File: src/rtl/b85_pkg.sv
package b85_pkg;

	localparam int QDepth = 4;
	localparam int QAw    = $clog2(QDepth);

	typedef enum logic [1:0] {
		ST_DATA = 2'd0,
		ST_BAD  = 2'd1,
		ST_OVF  = 2'd2,
		ST_MARK = 2'd3
	} status_t;

	typedef struct packed {
		logic       ok;
		logic [6:0] val;
	} digit_t;

	// One decoded group or one error / marker result, queued for the back end.
	typedef struct packed {
		logic [31:0] word;
		logic [1:0]  last_idx;   // index of the final result of this job
		status_t     status;
		logic        fin;        // frame end
	} job_t;

	// RFC 1924 alphabet lookup
	function automatic digit_t digit_of(input logic [7:0] ch);
		digit_t     d;
		logic [7:0] t;
		d.ok = 1'b1;
		t    = 8'd0;
		case (ch) inside
			[8'h30:8'h39]: t = ch - 8'd48;
			[8'h41:8'h5A]: t = ch - 8'd55;
			[8'h61:8'h7A]: t = ch - 8'd61;
			8'h21: t = 8'd62;
			8'h23: t = 8'd63;
			8'h24: t = 8'd64;
			8'h25: t = 8'd65;
			8'h26: t = 8'd66;
			8'h28: t = 8'd67;
			8'h29: t = 8'd68;
			8'h2A: t = 8'd69;
			8'h2B: t = 8'd70;
			8'h2D: t = 8'd71;
			8'h3B: t = 8'd72;
			8'h3C: t = 8'd73;
			8'h3D: t = 8'd74;
			8'h3E: t = 8'd75;
			8'h3F: t = 8'd76;
			8'h40: t = 8'd77;
			8'h5E: t = 8'd78;
			8'h5F: t = 8'd79;
			8'h60: t = 8'd80;
			8'h7B: t = 8'd81;
			8'h7C: t = 8'd82;
			8'h7D: t = 8'd83;
			8'h7E: t = 8'd84;
			default: d.ok = 1'b0;
		endcase
		d.val = t[6:0];
		return d;
	endfunction

	// 85^(5-c): scale that pads a group of c digits with '~'
	function automatic logic [25:0] pad_scale(input logic [2:0] c);
		logic [25:0] s;
		case (c)
			3'd1:    s = 26'd52200625;
			3'd2:    s = 26'd614125;
			3'd3:    s = 26'd7225;
			3'd4:    s = 26'd85;
			default: s = 26'd1;
		endcase
		return s;
	endfunction

endpackage

File: src/rtl/b85_if.sv
interface b85_text_if;
	logic       valid;
	logic       ready;
	logic [7:0] in_char;
	logic       frame_end;

	modport source (output valid, output in_char, output frame_end, input ready);
	modport sink (input valid, input in_char, input frame_end, output ready);
endinterface

interface b85_data_if;
	logic       valid;
	logic       ready;
	logic [7:0] out_byte;
	logic [1:0] status;
	logic       last_byte;

	modport source (output valid, output out_byte, output status, output last_byte,
		input ready);
	modport sink (input valid, input out_byte, input status, input last_byte,
		output ready);
endinterface

File: src/rtl/b85_front.sv
module b85_front (
	input  logic           clk,
	input  logic           arst_n,
	b85_text_if.sink       text,
	input  logic           q_full,
	output logic           push,
	output b85_pkg::job_t  push_job
);

	logic        en;
	logic        take;
	logic [25:0] acc_q;
	logic [2:0]  cnt_q;

	b85_pkg::digit_t d;
	logic [32:0] nv;
	logic [2:0]  c_next;
	logic        close;

	logic        v_s1, bad_s1, end_s1;
	logic [2:0]  c_s1;
	logic [32:0] val_s1;

	logic        v_s2, bad_s2, end_s2;
	logic [2:0]  c_s2;
	logic [32:0] prod_s2;
	logic [58:0] prod_full;

	logic        discard_q;
	logic [32:0] padded;
	logic [2:0]  nbytes;

	// whole front moves together; holds only while a job waits in s2 and the queue is full
	assign en         = !(v_s2 && q_full);
	assign text.ready = en;
	assign take       = text.valid && en;

	always_comb begin
		d      = b85_pkg::digit_of(text.in_char);
		nv     = 33'({7'd0, acc_q} * 33'd85) + {26'd0, d.val};
		c_next = cnt_q + 3'd1;
		close  = (c_next == 3'd5) || text.frame_end;
	end

	always_ff @(posedge clk or negedge arst_n) begin
		if (!arst_n) begin
			acc_q <= '0;
			cnt_q <= '0;
		end else if (take) begin
			if (!d.ok || close) begin
				acc_q <= '0;
				cnt_q <= '0;
			end else begin
				acc_q <= nv[25:0];
				cnt_q <= c_next;
			end
		end
	end

	// s1: one event per closed group or bad character
	always_ff @(posedge clk or negedge arst_n) begin
		if (!arst_n) begin
			v_s1 <= 1'b0;
		end else if (en) begin
			v_s1 <= take && (!d.ok || close);
		end
	end

	always_ff @(posedge clk) begin
		if (en) begin
			bad_s1 <= !d.ok;
			end_s1 <= text.frame_end;
			c_s1   <= c_next;
			val_s1 <= nv;
		end
	end

	// s2: pad with '~' as (v+1)*85^(5-c)-1; the -1 is applied at the push
	assign prod_full = ({26'd0, val_s1} + 59'd1) * {33'd0, b85_pkg::pad_scale(c_s1)};

	always_ff @(posedge clk or negedge arst_n) begin
		if (!arst_n) begin
			v_s2 <= 1'b0;
		end else if (en) begin
			v_s2 <= v_s1;
		end
	end

	always_ff @(posedge clk) begin
		if (en) begin
			bad_s2  <= bad_s1;
			end_s2  <= end_s1;
			c_s2    <= c_s1;
			prod_s2 <= prod_full[32:0];
		end
	end

	// job build; after an error the rest of the frame is dropped here
	always_comb begin
		padded            = prod_s2 - 33'd1;
		nbytes            = (c_s2 == 3'd5) ? 3'd4 : c_s2 - 3'd1;
		push_job.word     = '0;
		push_job.last_idx = '0;
		push_job.fin      = end_s2;
		if (bad_s2) begin
			push_job.status = b85_pkg::ST_BAD;
		end else if (padded[32]) begin
			push_job.status = b85_pkg::ST_OVF;
		end else if (nbytes == 3'd0) begin
			push_job.status = b85_pkg::ST_MARK;
		end else begin
			push_job.status   = b85_pkg::ST_DATA;
			push_job.word     = padded[31:0];
			push_job.last_idx = 2'(nbytes - 3'd1);
		end
	end

	assign push = en && v_s2 && !discard_q;

	always_ff @(posedge clk or negedge arst_n) begin
		if (!arst_n) begin
			discard_q <= 1'b0;
		end else if (en && v_s2) begin
			if (discard_q) begin
				if (end_s2) begin
					discard_q <= 1'b0;
				end
			end else if (push_job.status == b85_pkg::ST_BAD ||
					push_job.status == b85_pkg::ST_OVF) begin
				discard_q <= !end_s2;
			end
		end
	end

endmodule

File: src/rtl/b85_queue.sv
module b85_queue (
	input  logic           clk,
	input  logic           arst_n,
	input  logic           push,
	input  b85_pkg::job_t  push_job,
	input  logic           pop,
	output logic           full,
	output logic           head_v,
	output b85_pkg::job_t  head
);

	b85_pkg::job_t             mem [b85_pkg::QDepth];
	logic [b85_pkg::QAw-1:0]   wp_q, rp_q;
	logic [b85_pkg::QAw:0]     cnt_q;

	assign full   = (cnt_q == (b85_pkg::QAw+1)'(b85_pkg::QDepth));
	assign head_v = (cnt_q != '0);
	assign head   = mem[rp_q];

	always_ff @(posedge clk) begin
		if (push) begin
			mem[wp_q] <= push_job;
		end
	end

	always_ff @(posedge clk or negedge arst_n) begin
		if (!arst_n) begin
			wp_q  <= '0;
			rp_q  <= '0;
			cnt_q <= '0;
		end else begin
			if (push) begin
				wp_q <= wp_q + 1'b1;
			end
			if (pop) begin
				rp_q <= rp_q + 1'b1;
			end
			if (push && !pop) begin
				cnt_q <= cnt_q + 1'b1;
			end else if (pop && !push) begin
				cnt_q <= cnt_q - 1'b1;
			end
		end
	end

endmodule

File: src/rtl/b85_back.sv
module b85_back (
	input  logic           clk,
	input  logic           arst_n,
	input  logic           head_v,
	input  b85_pkg::job_t  head,
	output logic           pop,
	b85_data_if.source     data
);

	logic       load;
	logic [1:0] idx_q;
	logic       at_last;
	logic [7:0] byte_sel;
	logic       ov_q;

	assign load    = head_v && (!ov_q || data.ready);
	assign at_last = (idx_q == head.last_idx);
	assign pop     = load && at_last;

	always_comb begin
		case (idx_q)
			2'd0:    byte_sel = head.word[31:24];
			2'd1:    byte_sel = head.word[23:16];
			2'd2:    byte_sel = head.word[15:8];
			default: byte_sel = head.word[7:0];
		endcase
	end

	always_ff @(posedge clk or negedge arst_n) begin
		if (!arst_n) begin
			idx_q <= '0;
			ov_q  <= 1'b0;
		end else begin
			if (load) begin
				idx_q <= at_last ? 2'd0 : idx_q + 2'd1;
			end
			if (load) begin
				ov_q <= 1'b1;
			end else if (data.ready) begin
				ov_q <= 1'b0;
			end
		end
	end

	always_ff @(posedge clk) begin
		if (load) begin
			data.out_byte  <= byte_sel;
			data.status    <= head.status;
			data.last_byte <= head.fin && at_last;
		end
	end

	assign data.valid = ov_q;

endmodule

File: src/rtl/base85_stream_decoder.sv
// channel  dir  beat                               handshake
// text     in   in_char[7:0], frame_end            valid/ready
// data     out  out_byte[7:0], status[1:0], last   valid/ready
//
// One character beat per cycle while the front is not stalled; results leave at
// one beat per cycle while data.ready holds. A closing character passes
// accumulate, pad multiply, queue and output register on the way to its first result.
// Reset clears the group accumulator, the discard flag, the job queue and
// the output valid flag; no clearing pass.
// text.ready drops only while the four-entry job queue is full and a job
// waits at the end of the front pipeline; data stalls fill that queue.
module base85_stream_decoder (
	input  logic        clk,
	input  logic        arst_n,
	b85_text_if.sink    text,
	b85_data_if.source  data
);

	logic           push, pop, q_full, head_v;
	b85_pkg::job_t  push_job, head;

	// front: alphabet lookup, acc*85+digit, '~' padding, overflow check,
	// drop of the rest of a failed frame
	b85_front u_front (
		.clk      (clk),
		.arst_n   (arst_n),
		.text     (text),
		.q_full   (q_full),
		.push     (push),
		.push_job (push_job)
	);

	// decouples a group job from its byte beats
	b85_queue u_queue (
		.clk      (clk),
		.arst_n   (arst_n),
		.push     (push),
		.push_job (push_job),
		.pop      (pop),
		.full     (q_full),
		.head_v   (head_v),
		.head     (head)
	);

	// back: one result beat per cycle while data.ready holds, MSB first
	b85_back u_back (
		.clk    (clk),
		.arst_n (arst_n),
		.head_v (head_v),
		.head   (head),
		.pop    (pop),
		.data   (data)
	);

endmodule
File: src/flat_wrapper.sv
// flat-port wrapper written by rule: the top's interface ports become plain ports
module base85_stream_decoder_flat 
  (clk, arst_n, text_valid, text_in_char, text_frame_end, text_ready, data_valid, data_out_byte, data_status, data_last_byte, data_ready);
  b85_text_if text_i ();
  b85_data_if data_i ();
  input  logic clk;
  input  logic arst_n;
  input wire logic [$bits(text_i.valid)-1:0] text_valid;
  input wire logic [$bits(text_i.in_char)-1:0] text_in_char;
  input wire logic [$bits(text_i.frame_end)-1:0] text_frame_end;
  output wire logic [$bits(text_i.ready)-1:0] text_ready;
  output wire logic [$bits(data_i.valid)-1:0] data_valid;
  output wire logic [$bits(data_i.out_byte)-1:0] data_out_byte;
  output wire logic [$bits(data_i.status)-1:0] data_status;
  output wire logic [$bits(data_i.last_byte)-1:0] data_last_byte;
  input wire logic [$bits(data_i.ready)-1:0] data_ready;
  assign text_i.valid = text_valid;
  assign text_i.in_char = text_in_char;
  assign text_i.frame_end = text_frame_end;
  assign text_ready = text_i.ready;
  assign data_valid = data_i.valid;
  assign data_out_byte = data_i.out_byte;
  assign data_status = data_i.status;
  assign data_last_byte = data_i.last_byte;
  assign data_i.ready = data_ready;
  base85_stream_decoder u_core (.clk(clk), .arst_n(arst_n), .text(text_i), .data(data_i));
endmodule
File: config.mk
export PLATFORM = sky130hd
export DESIGN_NAME = base85_stream_decoder_flat
export DESIGN_NICKNAME = d
export VERILOG_FILES = /design/src/rtl/b85_pkg.sv /design/src/rtl/b85_if.sv /design/src/rtl/b85_front.sv /design/src/rtl/b85_queue.sv /design/src/rtl/b85_back.sv /design/src/rtl/base85_stream_decoder.sv /design/src/flat_wrapper.sv
export SDC_FILE = /design/constraint.sdc
export NUM_CORES = 2
export LEC_CHECK = 0
export BUFFER_PORTS_ARGS = -buffer_cell sky130_fd_sc_hd__buf_2
export CORE_MARGIN = 3
export CORE_UTILIZATION = 50
export CTS_CLUSTER_DIAMETER = 150
export DETAILED_ROUTE_END_ITERATION = 10
export GPL_TIMING_DRIVEN = 0
export PLACE_DENSITY = 0.64
export SLEW_MARGIN = 20
export SYNTH_ARGS = -nofsm -noshare
export SYNTH_HDL_FRONTEND = slang
export SYNTH_SLANG_ARGS = --single-unit
export TNS_END_PERCENT = 50
File: constraint.sdc
create_clock -name clk -period 18.5 [get_ports clk]
set_input_delay 2.775 -clock clk [delete_from_list [all_inputs] [get_ports clk]]
set_output_delay 2.775 -clock clk [all_outputs]
set_load 0.03 [all_outputs]
==> flow_summary.json <==
{
  "grt_pass1_vias": 20500,
  "cpMostUsedCell": "fa_1",
  "place_ws_ns": 9.05,
  "multi_input_area_sq_mm": 0.0178,
  "hold_violations": 0,
  "postLayoutCellArea_sq_mm": 0.0305,
  "vias": 19000,
  "drt_pre_antenna_iters": 9,
  "cts_setup_buffers": 0,
  "setup_tns_ns": 0,
  "crit_slowest_cell": "o21ai_0",
  "antenna_left": 0,
  "r2r_end": "u_core.u_front.prod_s2[32]",
  "final_nets": 3406,
  "die_y_um": 244,
  "period_needed_ns": 9.37,
  "drtIter0Drc": 1046,
  "post-route-util": 0.548,
  "wirelength_um": 70400,
  "fmax_mhz": 107,
  "cts.clk_slew.worst_paths_ns": 0.08,
  "slew_viol_final": 0,
  "ctsHoldBuffers": 0,
  "postSynthAreaPerCell_sq_um": 10.6,
  "grt_start_max_net_pins": 48,
  "setup_viol": 0,
  "syn-cell-area_sq_mm": 0.0284,
  "synth_seq_cells": 277,
  "critPathKind": "flip-flop to flip-flop",
  "core_sq_mm": 0.0556,
  "cts_max_path_buffers": 3,
  "ys_seq_area_frac": 0.286,
  "cp.depth": 26,
  "cpPeakStageDelay_ns": 0.65,
  "final.setup.worst_slack_ns": 9.13,
  "track_usage": 0.243,
  "synth_top_area_share": 0.251,
  "cts_buffers": 27,
  "ys_types": 69,
  "cts_num_sinks": 277,
  "rsz0062_at_grt": "false",
  "cts_tree": "yes",
  "synthesis.instances": 2665,
  "rr_worst_depth": 26,
  "ys_async_sr_fraction": 0.152,
  "crit_family": "adder cells",
  "pin_count": 26,
  "placed_area_sq_mm": 0.0296,
  "timing.final.crit_share": 0.507,
  "ys_top_cells_by_area": "fa_1, edfxtp_1, ha_1",
  "r2r_slack_ns": 9.13,
  "wire_per_inst_um": 20.1,
  "ys_warn_count": 0,
  "syn2layout_area_growth_pct": 7.42,
  "arrival_ns": 9.67,
  "grt_pass1_wl_um": 113000,
  "path_buf_inv": 5,
  "fillCellCount": 4958,
  "num_rows": 86,
  "hp-class": "flip-flop to flip-flop",
  "cp_max_fo": 10,
  "endpoint_kind": "flip-flop",
  "maxCapViolCount": 0,
  "route.detailed.drc": 0,
  "cp-start-kind": "flip-flop",
  "gp_congestion": 0.996,
  "crit_path_start": "u_core.u_front.val_s1[0]",
  "status": "finished clean",
  "htreeDepth": 1,
  "ctsResizeCount": 0,
  "die-area_sq_mm": 0.0596,
  "synth_edf_count": 235,
  "viasPerCell": 5.43,
  "die_width_um": 244,
  "start_util": 0.510,
  "worstPathRequired_ns": 18.80,
  "clock-skew-final_ns": 0.0279,
  "seqCellArea_sq_mm": 0.00811,
  "relSlewSlack": 0.241,
  "numPortBuffers": 24,
  "dp_hpwl_um": 59100,
  "crit_end": "u_core.u_front.prod_s2[32]",
  "r2r-start": "u_core.u_front.val_s1[0]",
  "synth_top_flop_cell": "edfxtp_1",
  "synth_fp_nets": 3346,
  "tightest_slew_ns": 1.13,
  "grt_overflow": 0,
  "drive_above_1_share": 0.0543,
  "synth_top_cell_by_area": "fa_1",
  "clock_latency_ns": 0.57,
  "antenna_found_initial": 1,
  "ctsRootBufferMaster": "clkbuf_16"
}
[state kept, by name, summed over array words and instances (netlist names), 3 cells and up]
| name | count |
|---|---|
| u_core.u_front.prod_s2 | 33 |
| u_core.u_front.val_s1 | 33 |
| u_core.u_front.acc_q | 26 |
| u_core.u_back.data.out_byte | 8 |
| u_core.u_front.c_s2 | 3 |
| u_core.u_queue.cnt_q | 3 |
| u_core.u_front.cnt_q | 3 |
| u_core.u_front.c_s1 | 3 |
| u_core.u_queue.mem | 148 |
[area by class of cell]
cell class                 count  area share
clock inverter                21     0.00612
clock buffer                  29      0.0224
tap                          748      0.0307
sequential                   277       0.266
inverter                     616      0.0759
antenna                        2    0.000164
buffer                        59     0.00821
multi-input combinational   1713       0.583
timing repair buffer          31     0.00792
[synth_stat cells, drive strengths merged, types with 34 or more instances]
cell type    n
edfxtp     235
mux4        37
dfrtp       42
nor2       221
ha         312
a21oi       70
nand2      160
fa         356
xor2        34
inv        615
clkbuf      45
nand3       47
o21ai       73
xnor2      124
[cell families after synthesis]
group	synth area share
xor gates and xnor gates	0.0512
muxes	0.0320
buffers and inverters	0.0903
adders and majority gates	0.389
and+or+nand+nor	0.0903
AOI/OAI and AO/OA	0.0616
DFF	0.286
[per-stage QoR]
step                hold WS [ns]  std cells
global placement           0.404       3437
detailed placement         0.411       3444
finish                     0.429       3496
CTS                        0.430       3494
floorplan                  0.400       2665
global route               0.435       3494
[cells in the final DEF (no fill, tap or decap), types with 7 or more instances in the layout]
| cell | n |
|---|---|
| a21o_1 | 33 |
| xor2_1 | 34 |
| o31ai_1 | 8 |
| nor2b_1 | 10 |
| or3_1 | 9 |
| buf_1 | 8 |
| clkbuf_1 | 47 |
| nor4_1 | 13 |
| clkinv_2 | 8 |
| nand3_1 | 46 |
| o21ai_0 | 73 |
| o21bai_1 | 8 |
| dfrtp_1 | 42 |
| and3_1 | 12 |
| xnor2_1 | 122 |
| mux4_2 | 37 |
| nand2b_1 | 16 |
| a222oi_1 | 8 |
| nand4_1 | 13 |
| clkbuf_16 | 27 |
| inv_1 | 615 |
| nor2_1 | 221 |
| edfxtp_1 | 235 |
| and2_1 | 13 |
| fa_1 | 356 |
| a21oi_1 | 69 |
| nor3_1 | 28 |
| o21a_1 | 7 |
| nand2_1 | 160 |
| ha_1 | 312 |
| buf_2 | 25 |
[routing by layer]
layer	wire length, um	GRT usage
met4	2620	0.0751
met2	34800	0.423
met3	3360	0.0333
met1	29600	0.317
met5	13	0
[worst min-delay path by stage]
stage / from / end / slack (ns) / cells past startpoint
6_report: u_core.u_front.bad_s1 / u_core.u_front.bad_s2 / 0.43 / 0
5_1_grt: u_core.u_front.end_s1 / u_core.u_front.end_s2 / 0.44 / 0
4_1_cts: u_core.u_front.bad_s1 / u_core.u_front.bad_s2 / 0.43 / 0
3_5_place_dp: u_core.u_front.end_s1 / u_core.u_front.end_s2 / 0.41 / 0
3_3_place_gp: u_core.u_front.bad_s1 / u_core.u_front.bad_s2 / 0.40 / 0
2_1_floorplan: u_core.u_front.bad_s1 / u_core.u_front.bad_s2 / 0.40 / 0
Power is not shown: default switching activity piles up to over one toggle a cycle in this logic, so the estimate is an artifact.
